### src/hw/rtl/ljpf_pkg.sv
// Shared types and constants for the pair force accumulator.
`default_nettype none

package ljpf_pkg;

    typedef enum logic [1:0] {
        REQ_LOAD  = 2'd0,
        REQ_PAIR  = 2'd1,
        REQ_READ  = 2'd2,
        REQ_CLEAR = 2'd3
    } req_t;

    typedef enum logic [4:0] {
        ST_CLR,
        ST_IDLE,
        ST_LD1,
        ST_LD2,
        ST_TBL,
        ST_DQ_GO,
        ST_DQ_WAIT,
        ST_DIR_GO,
        ST_DIR_WAIT,
        ST_MUL_GO,
        ST_MUL_WAIT,
        ST_ACC_RDA,
        ST_ACC_WRA,
        ST_ACC_RDB,
        ST_ACC_WRB,
        ST_RC_RD,
        ST_RC_WR,
        ST_DONE
    } state_t;

    typedef enum logic [3:0] {
        MOP_S2,
        MOP_S4,
        MOP_S6,
        MOP_S12,
        MOP_A,
        MOP_B,
        MOP_IR2,
        MOP_M,
        MOP_M2,
        MOP_FX,
        MOP_FY,
        MOP_FZ
    } mop_t;

    // right shift applied to the 128-bit product
    typedef enum logic [1:0] {
        SH16,
        SH23,
        SH24,
        SH32
    } shsel_t;

    typedef struct packed {
        logic   start;
        shsel_t sh;
    } mul_req_t;

    typedef struct packed {
        logic done;
        logic sat;
    } mul_rsp_t;

    localparam logic [31:0] CUTOFF_RESET = 32'd786432;
    localparam logic [47:0] POS47        = 48'h7FFF_FFFF_FFFF;
    localparam logic [47:0] NEG47        = 48'h8000_0000_0000;

endpackage

`default_nettype wire

### src/hw/rtl/ljpf_mul.sv
// 64x64 multiplier over four 32x32 partial products, with shift and saturation.
`default_nettype none

module ljpf_mul
    import ljpf_pkg::*;
(
    input  wire logic        aclk,
    input  wire logic        aresetn,
    input  wire mul_req_t    req,
    input  wire logic [63:0] op_a,
    input  wire logic [63:0] op_b,
    output mul_rsp_t         rsp,
    output logic [63:0]      prod
);

    logic         run_reg;
    logic         done_reg;
    logic         ppv_reg;
    logic [2:0]   cnt_reg;
    logic [1:0]   pk_reg;
    logic [63:0]  a_reg;
    logic [63:0]  b_reg;
    logic [63:0]  pp_reg;
    logic [127:0] acc_reg;
    shsel_t       sh_reg;
    logic [31:0]  a_half;
    logic [31:0]  b_half;
    logic [127:0] pp_shift;
    logic         sat_c;
    logic [63:0]  res_c;

    assign a_half = cnt_reg[1] ? a_reg[63:32] : a_reg[31:0];
    assign b_half = cnt_reg[0] ? b_reg[63:32] : b_reg[31:0];

    always_comb begin
        case (2'(pk_reg[1]) + 2'(pk_reg[0]))
            2'd0:    pp_shift = {64'd0, pp_reg};
            2'd1:    pp_shift = {32'd0, pp_reg, 32'd0};
            default: pp_shift = {pp_reg, 64'd0};
        endcase
    end

    always_ff @(posedge aclk) begin
        if (!aresetn) begin
            run_reg  <= 1'b0;
            done_reg <= 1'b0;
            ppv_reg  <= 1'b0;
            cnt_reg  <= '0;
        end else begin
            done_reg <= 1'b0;
            if (req.start) begin
                run_reg <= 1'b1;
                ppv_reg <= 1'b0;
                cnt_reg <= '0;
            end else if (run_reg) begin
                cnt_reg <= cnt_reg + 3'd1;
                ppv_reg <= (cnt_reg != 3'd4);
                if (cnt_reg == 3'd4) begin
                    run_reg  <= 1'b0;
                    done_reg <= 1'b1;
                end
            end
        end
    end

    always_ff @(posedge aclk) begin
        if (req.start) begin
            a_reg   <= op_a;
            b_reg   <= op_b;
            sh_reg  <= req.sh;
            acc_reg <= '0;
        end else if (run_reg) begin
            pp_reg <= 64'(a_half) * 64'(b_half);
            pk_reg <= cnt_reg[1:0];
            if (ppv_reg) begin
                acc_reg <= acc_reg + pp_shift;
            end
        end
    end

    // overflow above 64 bits after the shift clamps to all ones
    always_comb begin
        case (sh_reg)
            SH16: begin
                sat_c = |acc_reg[127:80];
                res_c = acc_reg[79:16];
            end
            SH23: begin
                sat_c = |acc_reg[127:87];
                res_c = acc_reg[86:23];
            end
            SH24: begin
                sat_c = |acc_reg[127:88];
                res_c = acc_reg[87:24];
            end
            default: begin
                sat_c = |acc_reg[127:96];
                res_c = acc_reg[95:32];
            end
        endcase
    end

    assign rsp.done = done_reg;
    assign rsp.sat  = sat_c;
    assign prod     = sat_c ? '1 : res_c;

endmodule

`default_nettype wire

### config.mk
export PLATFORM = sky130hd
export DESIGN_NAME = ljpf_mul
export DESIGN_NICKNAME = d
export VERILOG_FILES = /design/src/hw/rtl/ljpf_pkg.sv /design/src/hw/rtl/ljpf_mul.sv
export SDC_FILE = /design/constraint.sdc
export NUM_CORES = 2
export LEC_CHECK = 0
export BUFFER_PORTS_ARGS = -buffer_cell sky130_fd_sc_hd__buf_2
export CORE_UTILIZATION = 40
export DETAILED_ROUTE_END_ITERATION = 10
export PLACE_DENSITY_LB_ADDON = 0.1
export SYNTH_ARGS = -nofsm -noshare
export SYNTH_HDL_FRONTEND = slang
export SYNTH_SLANG_ARGS = --single-unit
### constraint.sdc
create_clock -name aclk -period 10.9 [get_ports aclk]
set_input_delay 1.09 -clock aclk [delete_from_list [all_inputs] [get_ports aclk]]
set_output_delay 1.09 -clock aclk [all_outputs]
set_load 0.1 [all_outputs]
* Yosys cells after proc, flatten, opt, wreduce, memory -nomap -nowiden
Index checks and enable logic that the tools add are counted.
** Cells by class
- Add/sub/neg operators :: 3
- Eq/ne operators :: 5
- Magnitude comparators :: 0
- Multiplexer cells :: 10
- Div/mod/pow operators :: 0
- Shifts and indexed selects :: 0
- Reductions and logical operators :: 10
- $mul :: 1
- Bitwise logic cells :: 3
** Operators by type and width (number)
- $pmux 128 s2 :: 1
- $pmux 64 s3 :: 1
- $add 128x128->128 :: 1
- $mul 32x32->64 :: 1
- $mux 32 :: 2
- $mux 64 :: 1
- $reduce_or 48->1 :: 1
- $reduce_or 41->1 :: 1
- $reduce_or 40->1 :: 1
- $reduce_or 32->1 :: 1
- $eq 2x1->1 const B :: 2
- $logic_not 2->1 :: 2
- $mux 1 :: 4
- $reduce_and 2->1 :: 2
- $add 3x1->3 const B :: 1
- $eq 3x3->1 const B :: 1
- $ne 3x3->1 const B :: 1
- $not 1->1 :: 3
- $pmux 1 s3 :: 1
- $reduce_or 3->1 :: 1
- $add 1x1->2 :: 1
- $eq 2x2->1 const B :: 1
- $reduce_or 2->1 :: 1
** Storage, ports and cells
- Output and inout port bits :: 66
- Memory bits (writable) :: 0
- Word-level logic and storage cells :: 42
- Bits in read-only memories :: 0
- Register bits after elaboration :: 330
- Memories kept :: 0
- Latch bits :: 0

* Depth between registers and ports, before layout
- Word-level depth :: 4
- Depth in mapped cells :: 36
- Mapped depth without buffers :: 31

* Least setup slack after synthesis
OpenSTA, ideal clock, no wires.
- Path kind :: reg-to-reg
- Start :: reg cnt_reg[1]
- End :: reg pp_reg[63] (data pin)
- Slack :: 1.699 ns
- Cell stages (with the launch flop) :: 35
- Path buffers :: 5
- Clock period less this slack :: 9.201 ns
- Library setup time :: 0.269 ns
- Arrival time :: 8.932 ns
- Cells stage by stage :: dfxtp_1 -> clkbuf_1 -> clkbuf_1 -> buf_1 -> mux2i_1 -> clkbuf_1 -> nor2_1 -> fa_1 -> fa_1 -> fa_1 -> inv_1 -> fa_1 -> inv_1 -> fa_1 -> inv_1 -> fa_1 -> inv_1 -> fa_1 -> inv_1 -> fa_1 -> inv_1 -> ha_1 -> clkbuf_1 -> a21oi_1 -> o21ai_0 -> a21oi_1 -> o21a_1 -> o31a_1 -> o21ai_0 -> a221oi_1 -> o31ai_1 -> a211oi_1 -> o21ai_0 -> a2111oi_0 -> nor3_1
** On the way
- Word-level cells in the longest chain between the ends :: 2
** RTL lines
- start: declaration :: RTL line ljpf_mul.sv:19 : logic [2:0] cnt_reg;
- start signal: assignment :: RTL line ljpf_mul.sv:56 : cnt_reg <= cnt_reg + 3'd1;
- $mux 32 :: RTL line ljpf_mul.sv:32 : assign a_half = cnt_reg[1] ? a_reg[63:32] : a_reg[31:0];
- $mul 32x32->64 :: RTL line ljpf_mul.sv:73 : pp_reg <= 64'(a_half) * 64'(b_half);
- end signal: assignment :: RTL line ljpf_mul.sv:73
- end: declaration :: RTL line ljpf_mul.sv:23 : logic [63:0] pp_reg;
No other way between the ends.
A chain may end at the register's enable or synchronous reset.

* Worst setup path after layout
- Start :: reg cnt_reg[0]
- End :: reg pp_reg[57] (data pin)
** On the way
- Word-level cells in the longest chain between the ends :: 2
** RTL lines
- $mux 32 :: RTL line ljpf_mul.sv:33 : assign b_half = cnt_reg[0] ? b_reg[63:32] : b_reg[31:0];
- $mul 32x32->64 :: RTL line ljpf_mul.sv:73
No other way between the ends.

==> flow_metrics.tcl <==
set metrics [dict create \
    synth_compound_area_frac 0.111 \
    area_growth_pct 8.34 \
    fmax_mhz 98.5 \
    syn_inst 6173 \
    crit_top_cell "fa_1" \
    synth_ff_type "edfxtp_1" \
    reg2reg_from "cnt_reg[0]" \
    start_util 0.404 \
    post_cts_resized 0 \
    rrSetupSlack_ns 0.75 \
    crit_end "pp_reg[57]" \
    drtIter0Drc 3725 \
    min_period_ns 10.15 \
    holdCritPathClass "reg -> reg" \
    cpLargestDelayFamily "adder cells" \
    reg2reg_depth 28 \
    dp_hpwl_um 172000 \
    worstMarginPinSlew_ns 1.22 \
    crit_start "cnt_reg[0]" \
    relSlewSlack 0.172 \
    cts_tree "built" \
    num_vias 45000 \
    first_pass_iters 7 \
    grt_pass1_wl_um 311000 \
    clk_latency_ns 0.65 \
    port_buffers 198 \
    worstPathArrival_ns 10.52 \
    grt_max_degree 81 \
    syn_area_um2 54800 \
    synth_xor_area_frac 0.0288 \
    yosys.area_share.simple 0.151 \
    setup_tns_ns 0 \
    cp_max_fo 38 \
    drc 0 \
    cp-start-kind "flop" \
    cts_setup_buffers 0 \
    die_w_um 372 \
    synth-seq-cells 330 \
    nets 7647 \
    n_fill_cell 13500 \
    grtUsageTotal 0.308 \
    largest_reg_flops 128 \
    setup_viol 0 \
    cts_htree_levels 2 \
    rsz0062_at_grt "false" \
    numCtsBuffers 41 \
    antenna_left 0 \
    detail_route.wirelength_um 211000 \
    die_y_um 372 \
    status "finished clean" \
    drive_gt1_frac 0.102 \
    required_ns 11.27 \
    finalMaxSlewViolations 0 \
    holdBufCountCts 0 \
    muxShareOfSynthArea 0.0476 \
    slowest_stage "mux2i_2" \
    post-route-period-util 0.931 \
    synth_cell_type_count 73 \
    antenna_found_initial 4 \
    seqCellArea_um2 8580 \
    cts_max_path_buffers 3 \
    slowest_delay_ns 0.81 \
    io-pin-count 199 \
    yosys_warnings 0 \
    grt_pass1_vias 46300 \
    clkTransAtPathRegs_ns 0.06 \
    crit_type "reg -> reg" \
    cp.depth 28 \
    core_um2 136000 \
    cp-end-kind "flop" \
    yosysSeqAreaShare 0.156 \
    num_rows 135 \
    reg2reg_to "pp_reg[57]" \
    async_flop_share 0 \
    path_buf_inv 6 \
    clock_skew_ns 0.0645 \
    synth_edf_count 196 \
    syn_area_per_cell_um2 8.87 \
    avgRoutedWirePerCell_um 26.3 \
    gp_congestion 0.988 \
    drv_cap 0 \
    synthAdderAreaFrac 0.418 \
    cts-root-buf "clkbuf_16" \
    dieArea_um2 138000 \
    viasPerCell 5.59 \
    cts.sinks 330 \
    synth_nets 7597 \
    synth_top_family_by_area "adder cells" \
    multi_input_area_um2 41700 \
    globalRoute.totalOverflow 0 \
    finalHoldViolCount 0 \
]
==> synthesized netlist by cell type (27+ instances only) <==
library cell / instances / area share
inv_1: 956 / 0.066
fa_1: 897 / 0.33
nand2_1: 808 / 0.055
nor2_1: 756 / 0.052
ha_1: 394 / 0.090
a21oi_1: 333 / 0.030
clkbuf_1: 278 / 0.019
o21ai_0: 208 / 0.019
edfxtp_1: 196 / 0.11
dfxtp_1: 134 / 0.049
xnor2_1: 115 / 0.018
a21o_1: 91 / 0.012
nand4_1: 84 / 0.0096
and2_1: 76 / 0.0087
a22o_1: 69 / 0.011
mux2i_1: 68 / 0.012
mux2_2: 67 / 0.014
xor2_1: 65 / 0.010
o21bai_1: 62 / 0.0085
or2_2: 55 / 0.0063
mux4_2: 50 / 0.021
nor3_1: 33 / 0.0030
buf_1: 30 / 0.0021
o21a_1: 29 / 0.0040
nor2b_1: 27 / 0.0031
nor4_1: 27 / 0.0031
==> per-stage QoR <==
| step | area [µm²] | utilization | worst slack [ns] | hold slack (ns) | std cells |
|---|---|---|---|---|---|
| 3_3_place_gp | 58000 | 0.428 | 0.943 | 0.444 | 7961 |
| 2_1_floorplan | 54800 | - | 1.70 | 0.432 | 6173 |
| 4_1_cts | 59300 | 0.437 | 0.866 | 0.463 | 8037 |
| 6_report | 59300 | 0.437 | 0.749 | 0.460 | 8039 |
| 3_5_place_dp | 58000 | 0.428 | 0.846 | 0.454 | 7961 |
| 5_1_grt | 59300 | 0.437 | 0.484 | 0.482 | 8039 |
==> worst register-to-register path, delay by kind of cell (launching register included) <==
family          cells  cell delay, ns
buf+inv             6            0.98
simple gates        3            0.64
xor+xnor            1            0.11
compound gates      8            2.18
mux                 1            0.85
fa+ha+maj           9            4.48
flops               1            0.70
==> how the worst min path moves through the flow <==
stage                      startpoint     endpoint  slack (ns)  cells after the start
after floorplan            cnt_reg[1]    pk_reg[1]        0.43                      0
after global routing      acc_reg[15]  acc_reg[15]        0.48                      2
final                     acc_reg[13]  acc_reg[13]        0.46                      2
after CTS                  acc_reg[0]   acc_reg[0]        0.46                      2
after global placement     acc_reg[3]   acc_reg[3]        0.44                      2
after detailed placement   acc_reg[3]   acc_reg[3]        0.45                      2
==> logic make-up after synthesis <==
group,count (synthesis)
simple gates,1952
fa+ha+maj,1291
flops,330
xor+xnor,180
buf+inv,1270
compound gates,961
mux,189
==> per-layer routing <==
layer / vias to the layer above / global-route usage / wire [µm] / part of all wire
li1: 20000 / - / - / -
met5: - / 0 / 27 / 0.00013
met3: 452 / 0.0594 / 17800 / 0.084
met4: 4 / 0.147 / 11900 / 0.056
met1: 22500 / 0.412 / 88900 / 0.42
met2: 2058 / 0.481 / 92700 / 0.44
==> cell type report <==
class                      count  share of cell area
timing repair buffer         321              0.0326
antenna                        2           0.0000844
clock inverter                25             0.00407
multi-input combinational   4573               0.702
tap                         1781              0.0376
sequential                   330               0.145
inverter                     956              0.0605
clock buffer                  51              0.0183
==> cell usage in the layout, fill, tap and decap left out, drive strengths merged, types with 29 or more instances in the layout <==
cell type / Yosys / routed
xnor2: 115 / 115
dfxtp: 134 / 134
o21bai: 62 / 62
o21ai: 208 / 208
clkbuf: 278 / 52
nor2: 756 / 756
fa: 897 / 897
a21oi: 334 / 334
and2: 76 / 76
edfxtp: 196 / 196
or2: 55 / 55
nand4: 84 / 84
a21o: 91 / 91
nor3: 33 / 33
nand2: 808 / 808
mux2: 71 / 71
inv: 956 / 964
o21a: 29 / 29
a22o: 69 / 69
mux4: 50 / 50
ha: 394 / 394
buf: 36 / 320
mux2i: 68 / 68
xor2: 65 / 65
Power is left out: the tool's default activity adds up to more than one toggle a clock period on the data nets, which glitch-free logic cannot reach.
