**config.mk**
```make
export PLATFORM = sky130hd
export DESIGN_NAME = ljpf_div
export DESIGN_NICKNAME = d
export VERILOG_FILES = /design/src/hw/rtl/ljpf_div.sv
export SDC_FILE = /design/constraint.sdc
export NUM_CORES = 1
export LEC_CHECK = 0
export ABC_AREA = 1
export BUFFER_PORTS_ARGS = -buffer_cell sky130_fd_sc_hd__buf_4
export CORE_MARGIN = 8
export CORE_UTILIZATION = 39
export CTS_BUF_LIST = sky130_fd_sc_hd__clkbuf_16
export CTS_CLUSTER_DIAMETER = 100
export DETAILED_ROUTE_END_ITERATION = 8
export GPL_TIMING_DRIVEN = 0
export SETUP_SLACK_MARGIN = 0.15
export SLEW_MARGIN = 10
export SYNTH_ARGS = -nofsm -noshare
export SYNTH_HDL_FRONTEND = slang
export SYNTH_SLANG_ARGS = --single-unit
```
**constraint.sdc**
```tcl
create_clock -name aclk -period 5.5 [get_ports aclk]
set_clock_uncertainty 0.2 [all_clocks]
set_input_delay 0.275 -clock aclk [delete_from_list [all_inputs] [get_ports aclk]]
set_output_delay 0.275 -clock aclk [all_outputs]
set_load 0.01 [all_outputs]
```
**src/hw/rtl/ljpf_div.sv**
```systemverilog
// Restoring divider: 64-bit dividend by 32-bit divisor, one quotient bit a cycle.
`default_nettype none

module ljpf_div (
    input  wire logic        aclk,
    input  wire logic        aresetn,
    input  wire logic        start,
    input  wire logic [63:0] dividend,
    input  wire logic [31:0] divisor,
    output logic             done,
    output logic [63:0]      quotient
);

    logic        run_reg;
    logic        done_reg;
    logic [5:0]  cnt_reg;
    logic [31:0] rem_reg;
    logic [63:0] quo_reg;
    logic [32:0] rem_sh;
    logic [32:0] rem_sub;
    logic        qbit;

    // trial subtract of the shifted remainder
    always_comb begin
        rem_sh  = {rem_reg, quo_reg[63]};
        rem_sub = rem_sh - {1'b0, divisor};
        qbit    = (rem_sh >= {1'b0, divisor});
    end

    always_ff @(posedge aclk) begin
        if (!aresetn) begin
            run_reg  <= 1'b0;
            done_reg <= 1'b0;
            cnt_reg  <= '0;
        end else begin
            done_reg <= 1'b0;
            if (start) begin
                run_reg <= 1'b1;
                cnt_reg <= '0;
            end else if (run_reg) begin
                cnt_reg <= cnt_reg + 6'd1;
                if (cnt_reg == 6'd63) begin
                    run_reg  <= 1'b0;
                    done_reg <= 1'b1;
                end
            end
        end
    end

    always_ff @(posedge aclk) begin
        if (start) begin
            rem_reg <= '0;
            quo_reg <= dividend;
        end else if (run_reg) begin
            rem_reg <= qbit ? rem_sub[31:0] : rem_sh[31:0];
            quo_reg <= {quo_reg[62:0], qbit};
        end
    end

    assign done     = done_reg;
    assign quotient = quo_reg;

endmodule

`default_nettype wire

```
---- Word level (Yosys, flattened, before mapping) ----
Cells that the tools add are included.
operators by class
  shifts and indexed selects .............. 0
  div/mod/pow operators ................... 0
  equality and inequality tests ........... 1
  bitwise operators ....................... 2
  $add $sub $neg .......................... 2
  multiplexer cells ....................... 7
  magnitude comparators ................... 1
  reductions and logical operators ........ 3
  multiply operators ...................... 0
operators with widths
  kind                                                           number
  64-bit 2-to-1 mux                                              2
  33-bit by 32-bit >= comparator with 1-bit output               1
  32-bit 2-to-1 mux                                              1
  32-bit subtractor                                              1
  6-bit by 1-bit adder with 6-bit output, second input constant  1
  6-bit == test, second input constant                           1
  1-bit 2-to-1 mux                                               4
  3-bit OR reduction                                             1
  1-bit inverter                                                 2
  2-bit nonzero test                                             1
  2-bit OR reduction                                             1
word-level totals
  memory bits (writable) .................. 0
  memories ................................ 0
  bits in read-only memories .............. 0
  register bits ........................... 104
  bits in latches ......................... 0
  logic and storage cells ................. 21

---- Depth between registers and ports, before layout ----
Gate-level depths: netlist (run 1).
  depth after elaboration ................. 4
  mapped depth ............................ 17

---- Worst setup path after synthesis (run 1) ----
Ideal clock, no wire load.
  kind .................................... in2reg
  from .................................... input port start
  to ...................................... register quo_reg[0] (netlist: quotient[0]) (enable)
  path buffers ............................ 2
  setup time .............................. 454 ps
  stages on the path ...................... 4
  setup slack ............................. 2159 ps
  arrival time ............................ 2687 ps
  cells stage by stage .................... clkbuf_1 nor2_1 inv_1 clkbuf_1
between the ends
  word-level cells in the longest chain between the ends .. 1
RTL lines
  element                              RTL line  RTL
  from (decl)                          7         input wire logic start,
  2-bit nonzero test (no source line)  -
  to (signal assigned)                 53        quo_reg <= dividend;
  to (signal assigned)                 56        quo_reg <= {quo_reg[62:0], qbit};
  to (decl)                            18        logic [63:0] quo_reg;
No other way between the ends.
A chain may end at the register's enable or synchronous reset.

---- Worst setup path after layout (run 1) ----
  from .................................... register rem_reg[6]
  to ...................................... register quo_reg[0] (netlist: quotient[0]) (data pin)
between the ends
  word-level cells in the longest chain between the ends .. 3
RTL lines
  element                                           RTL line  RTL
  from (decl)                                       17        logic [31:0] rem_reg;
  from (signal assigned)                            55        rem_reg <= qbit ? rem_sub[31:0] : rem_sh[31:0];
  33-bit by 32-bit >= comparator with 1-bit output  27        qbit = (rem_sh >= {1'b0, divisor});
  64-bit 2-to-1 mux                                 54        end else if (run_reg) begin
  64-bit 2-to-1 mux                                 51        if (start) begin
No other way between the ends. The select of a mux whose other input is x is not followed.

==> impl_metrics.yaml, run 1 <==
logic_synthesis:
  yosysSeqAreaShare_pct: 37.7
  mappedNetlistNets: 1233
  synth.lib_cells_used.distinct: 32
  synth_top_family_by_area: "simple AND/OR/NAND/NOR gates"
  post_synthesis_compound_gate_area_fraction_pct: 3.68
  postSynthAreaPerCell_sq_um: 6.56
  synth-simple-area-share_pct: 39.1
  post_synth_xor_area_fraction_pct: 1.70
  synth_edf_count: 64
  yosys_register_bits: 104
  post-synth-top-area-cell: "edfxtp_1"
  syn-cell-area_sq_um: 7210
  most_used_flip_flop_cell_after_synthesis: "edfxtp_1"
  postSynth.asyncResetShare_pct: 0
  syn-instance-count: 1100
  total_of_warnings_raised_by_yosys: 0
  adder_and_majority_gate_portion_of_the_synthesized_area_pct: 6.00
  synthMuxAreaShare_pct: 0
  synth.most_common_cell: "nand2_1"
  yosys.area.top_type_share_pct: 26.6
  synth_top_cells_by_count: "508 x nand2_1, 186 x inv_1, 82 x nand3_1"
  synth_top_cells_by_area: "edfxtp_1 27%, nand2_1 26%, dfxtp_1 11%"
timing:
  setup_total_negative_slack_ns: 0
  hold_violations: 0
  time_the_worst_path_needs_with_i_o_delays_and_setup_ns: 2.59
  grt_setup_unrepaired: "false"
  timing.final.ws_setup_ns: 2.91
  final_cycle_share_pct: 47.1
  setup_violating_endpoint_count_in_the_final_report: 0
  report.final.slew_viol_count: 0
  achievable-frequency_mhz: 386
  timing_worst_slew_pin_value_ns: 0.673
  relSlewSlack_pct: 55.1
route:
  post-route-drc-count: 0
  routed-via-count: 7341
  antenna_left: 0
  routed_wire_length_per_instance_microns: 14.6
  wl_mm: 23.0
  avgViaCountPerCell: 4.67
  dr.first_iter.drc_count: 499
  dr.pass1.iters: 5
cells_and_area:
  final_nets: 1472
  layout-area-overhead-vs-synth_pct: 34.2
  num_antenna_cells: 0
  largest_register_ffs: 64
  post_route_cells_drive_above_1_share_pct: 15.3
critical_path:
  arrival_ns: 2.48
  cpPeakStageDelay_ns: 0.33
  worstSetupPathType: "flop to flop"
  critical_path_s_most_frequent_cell: "nand2_1"
  timing.critical_path.to_type: "flop"
  start_kind: "flop"
  worstPathCellList: "ha_1 > nand2_1 > inv_1 > nand2_1 > nand2_1 > inv_1 > nand3_2 > nand2_1 > nand2_2 > nand2_2 > buf_2 > a31oi_1"
  required_time_at_the_endpoint_of_the_critical_path_ns: 5.39
  crit_slowest_cell: "dfxtp_1"
  critical_path.max_fanout: 10
place:
  detailedPlacementHpwl_mm: 17.7
  routabilityCongestion: 0.925
  dp_worst_setup_slack_ns: 2.84
  port_buf_inserts: 163
pwr:
  p_switching_mw: 0.556
  p_clk_share_pct: 33.2
  power_per_cell_area_nw_per_um2: 202
  irDropWorstVdd_mv: 0.174
  switch_share_pct: 28.5
  combinationalPowerShare_pct: 19.5
  power_frac_seq_pct: 47.3
  power_report.internal_total_mw: 1.39
  power_leakage_nw: 5.25
grt:
  global_route.usage.total_pct: 19.9
  grt_start_max_net_pins: 52
  number_of_global_route_vias_before_repair: 7286
  grt_remaining_overflow: 0
  global_route_wire_length_before_repair_mm: 37.4
  antenna_violations_before_repair: 0
clock_tree:
  cts.root.buffer_cell: "clkbuf_16"
  clk_path_buf_depth: 2
  clk_pin_slew_ns: 0.08
  tritoncts.num_buffers: 9
  numClockSinks: 104
  htreeDepth: 3
  clkLatencyLatePin_ns: 0.37
  cts_tree: "done"
flow_run:
  timing.max_cap.violations: 0
outcome:
  run_status: "complete, no violations"
floorplanning:
  initial_utilization_pct: 39.9
  io_pins: 164
  die_w_microns: 152
  site_rows: 49
  die_area_sq_um: 23100
  design.core.area_sq_um: 18100
  floorplan.die.height_microns: 152
min_path:
  min-delay-path-class: "primary input to flop"
==> per-stage QoR <==
step | utilization, % | instance area [sq um] | power [mW] | hold WS, ns | cells
floorplan | - | 7210 | 1.10 | 0.201 | 1100
finish | 53.5 | 9680 | 1.95 | 0.118 | 1573
CTS | 53.5 | 9680 | 1.97 | 0.0899 | 1573
global route | 53.5 | 9680 | 2.04 | 0.120 | 1573
global placement | 48.2 | 8720 | 1.28 | 0.256 | 1492
detailed placement | 48.4 | 8750 | 1.28 | 0.259 | 1493
==> metal layers <==
metal	track usage (%)	part of all wire [%]	vias to the layer above	wire (microns)
met5	0	0	-	0
met4	5.38	1.3	0	306
met3	4.93	6.4	18	1480
met2	33.0	46	173	10700
met1	25.4	46	3279	10500
li1	-	-	3871	-
==> path summary, 6_finish.rpt <==
path                     from     endpoint  slack, ns  depth (start not counted)
setup / recovery   rem_reg[6]  quotient[0]       2.91                         12
hold / removal          start   cnt_reg[1]       0.12                          4
setup reg to reg   rem_reg[6]  quotient[0]       2.91                         12
hold reg to reg   rem_reg[23]  rem_reg[23]       0.27                          2
==> worst max-delay path: cells and delay by family, from the launching register on <==
kind / cells / cell delay, ns
compound gates: 1 / 0.15
fa+ha+maj: 1 / 0.33
buf+inv: 3 / 0.44
flops: 1 / 0.33
simple gates: 7 / 0.88
==> power groups by stage <==
stage / Clock (mW) / Combinational (mW) / Sequential [mW]
final: 0.648 / 0.381 / 0.922
after CTS: 0.671 / 0.382 / 0.922
after detailed placement: 0 / 0.345 / 0.937
after floorplan: 0 / 0.137 / 0.961
after global routing: 0.694 / 0.420 / 0.930
after global placement: 0 / 0.337 / 0.941
==> cell families after synthesis <==
kind of cell | Yosys count
flops | 104
xor+xnor | 14
simple gates | 683
fa+ha+maj | 34
buf+inv | 215
compound gates | 50
==> layout make-up <==
| type | count | area [sq um] |
|---|---|---|
| Inverter | 186 | 698 |
| Timing Repair Buffer | 228 | 1890 |
| Fill cell | 1812 | 8410 |
| Clock inverter | 7 | 58.8 |
| Multi-Input combinational cell | 781 | 3640 |
| Clock buffer | 9 | 225 |
| Sequential cell | 104 | 2720 |
| Buffer | 29 | 155 |
| Tap cell | 229 | 287 |
==> layout by cell type (no fill, tap or decap), types with 3 or more instances in the layout <==
cell / instances
nand2_1: 508
inv_1: 186
buf_4: 165
nand3_1: 82
dlygate4sd3_1: 64
edfxtp_1: 64
nor2_1: 45
dfxtp_1: 40
ha_1: 33
a21oi_1: 25
nand3b_1: 14
clkbuf_1: 14
xnor2_1: 13
o21ai_1: 10
nand4_1: 9
clkbuf_16: 9
o21ai_0: 8
nand2_2: 6
nor3_1: 5
buf_6: 4
buf_2: 4
buf_1: 4
nor2_2: 4
and2_1: 3
o21bai_1: 3
==> repair_timing <==
item                      4_1_cts  5_1_grt
resized for setup               0        0
hold buffers                   64        0
setup buffers                   0        0
hold endpoints to repair       64        0
(Power assumes the default switching activity.)
==> inputs of run 2 (changes only) <==
Clock period 5.5 ns to 2.7 ns, I/O delays scaled along.
==> run 2 against run 1 <==
Effect of this change:
- sequential share of layout area is 0.59 points lower
- combinational power is 110% higher
- fmax is 6.9% higher
- worst setup slack worse by 2.6 ns
- largest power group unchanged
- highest routed layer unchanged
==> impl_metrics.yaml, run 2 (synthesis gave the netlist of run 1 again) <==
place:
  detailedPlacementHpwl_mm: 17.7
  routabilityCongestion: 0.945
  port_buf_inserts: 163
  dpl.cell_count: 1493
clock_tree:
  clk_pin_slew_ns: 0.08
  cts.root.buffer_cell: "clkbuf_16"
  clk_path_buf_depth: 2
  clkLatencyLatePin_ns: 0.37
  numClockSinks: 104
  tritoncts.num_buffers: 9
  htreeDepth: 3
  cts_tree: "done"
cells_and_area:
  num_antenna_cells: 0
  final_cell_mix: "504 x nand2_1, 186 x inv_1, 167 x buf_4, 81 x nand3_1, 66 x dlygate4sd3_1"
  final_common_cell: "nand2_1"
  layoutNonFillerInstCount: 1577
  layout-area-overhead-vs-synth_pct: 37.1
  final_nets: 1476
  largest_register_ffs: 64
  post_route_cells_drive_above_1_share_pct: 17.3
grt:
  antenna_violations_before_repair: 0
  number_of_global_route_vias_before_repair: 7277
  global_route.usage.total_pct: 19.4
  grt_start_max_net_pins: 57
  grt_remaining_overflow: 0
  global_route_wire_length_before_repair_mm: 36.5
route:
  routed-via-count: 7358
  wl_mm: 22.7
  dr.pass1.iters: 5
  routed_wire_length_per_instance_microns: 14.4
  post-route-drc-count: 0
  avgViaCountPerCell: 4.67
  dr.first_iter.drc_count: 428
  antenna_left: 0
floorplanning:
  io_pins: 164
  design.core.area_sq_um: 18100
  die_area_sq_um: 23100
  site_rows: 49
  die_w_microns: 152
  floorplan.die.height_microns: 152
  initial_utilization_pct: 39.9
critical_path:
  critical_path.max_fanout: 10
  timing.critical_path.to_type: "flop"
  arrival_ns: 2.48
  required_time_at_the_endpoint_of_the_critical_path_ns: 2.76
  worstSetupPathType: "flop to flop"
  start_kind: "flop"
pwr:
  irDropWorstVdd_mv: 0.330
  power_leakage_nw: 5.30
  power_per_cell_area_nw_per_um2: 413
timing:
  whs_ns: 0.0355
  setup_violating_endpoint_count_in_the_final_report: 0
  hold_violations: 0
  achievable-frequency_mhz: 413
  report.final.slew_viol_count: 0
  relSlewSlack_pct: 56.2
  grt_setup_unrepaired: "true"
  final_cycle_share_pct: 89.8
  time_the_worst_path_needs_with_i_o_delays_and_setup_ns: 2.42
  timing_worst_slew_pin_value_ns: 0.657
  setup_total_negative_slack_ns: 0
flow_run:
  timing.max_cap.violations: 0
outcome:
  run_status: "complete, no violations"
min_path:
  min-delay-path-class: "primary input to flop"
-- run 2: per-stage QoR --
step | worst slack, ns | utilization (%) | area, sq um | power (mW)
global route | 0.138 | 54.7 | 9890 | 4.28
finish | 0.277 | 54.7 | 9890 | 4.09
global placement | -0.387 | 48.2 | 8720 | 2.60
floorplan | 0.492 | - | 7210 | 2.23
detailed placement | 0.104 | 48.4 | 8750 | 2.61
CTS | 0.161 | 53.8 | 9740 | 4.12
-- run 2: power by group --
group / switching (mW) / internal, mW / leakage [nW]
registers: 0.0618 / 1.82 / 0.980
logic: 0.398 / 0.391 / 4.17
clock network: 0.677 / 0.742 / 0.150
-- run 2: critical path, cell delays in order, from the launching register on --
cell     delay (ns)
dfxtp_2        0.34
ha_2           0.40
nand2_2        0.09
nor2_2         0.17
nand2_1        0.10
nor2_2         0.14
nand2_1        0.13
nor2_4         0.12
nor2_4         0.08
nand2_4        0.10
buf_6          0.16
nand3_1        0.13
nand2_1        0.09
nand2_1        0.04
-- run 2: cell type report --
cell class | instances | area [sq um]
Buffer | 28 | 178
Clock buffer | 9 | 225
Clock inverter | 7 | 88.8
Fill cell | 1823 | 8190
Inverter | 186 | 698
Multi-Input combinational cell | 781 | 3760
Sequential cell | 104 | 2720
Tap cell | 229 | 287
Timing Repair Buffer | 233 | 1930
-- run 2: final timing paths --
path,cells after the start,slack (ns),startpoint,endpoint
max reg2reg,13,0.28,rem_reg[19],rem_reg[26]
min,5,0.04,divisor[0],rem_reg[0]
min reg2reg,2,0.27,rem_reg[22],rem_reg[22]
max,13,0.28,rem_reg[19],rem_reg[26]
-- run 2: repair_timing --
action | CTS | global route
setup buffers | 0 | 3
endpoints found under the hold margin | 68 | 0
endpoints found under the setup margin | 10 | 78
pin swaps | 0 | 3
resized for setup | 3 | 34
hold buffers | 66 | 0
-- run 2: layer usage --
metal	routed length, microns	global-route usage [%]
met5	0	0
met4	437	5.47
met3	1490	5.16
met2	10400	31.7
met1	10400	24.8
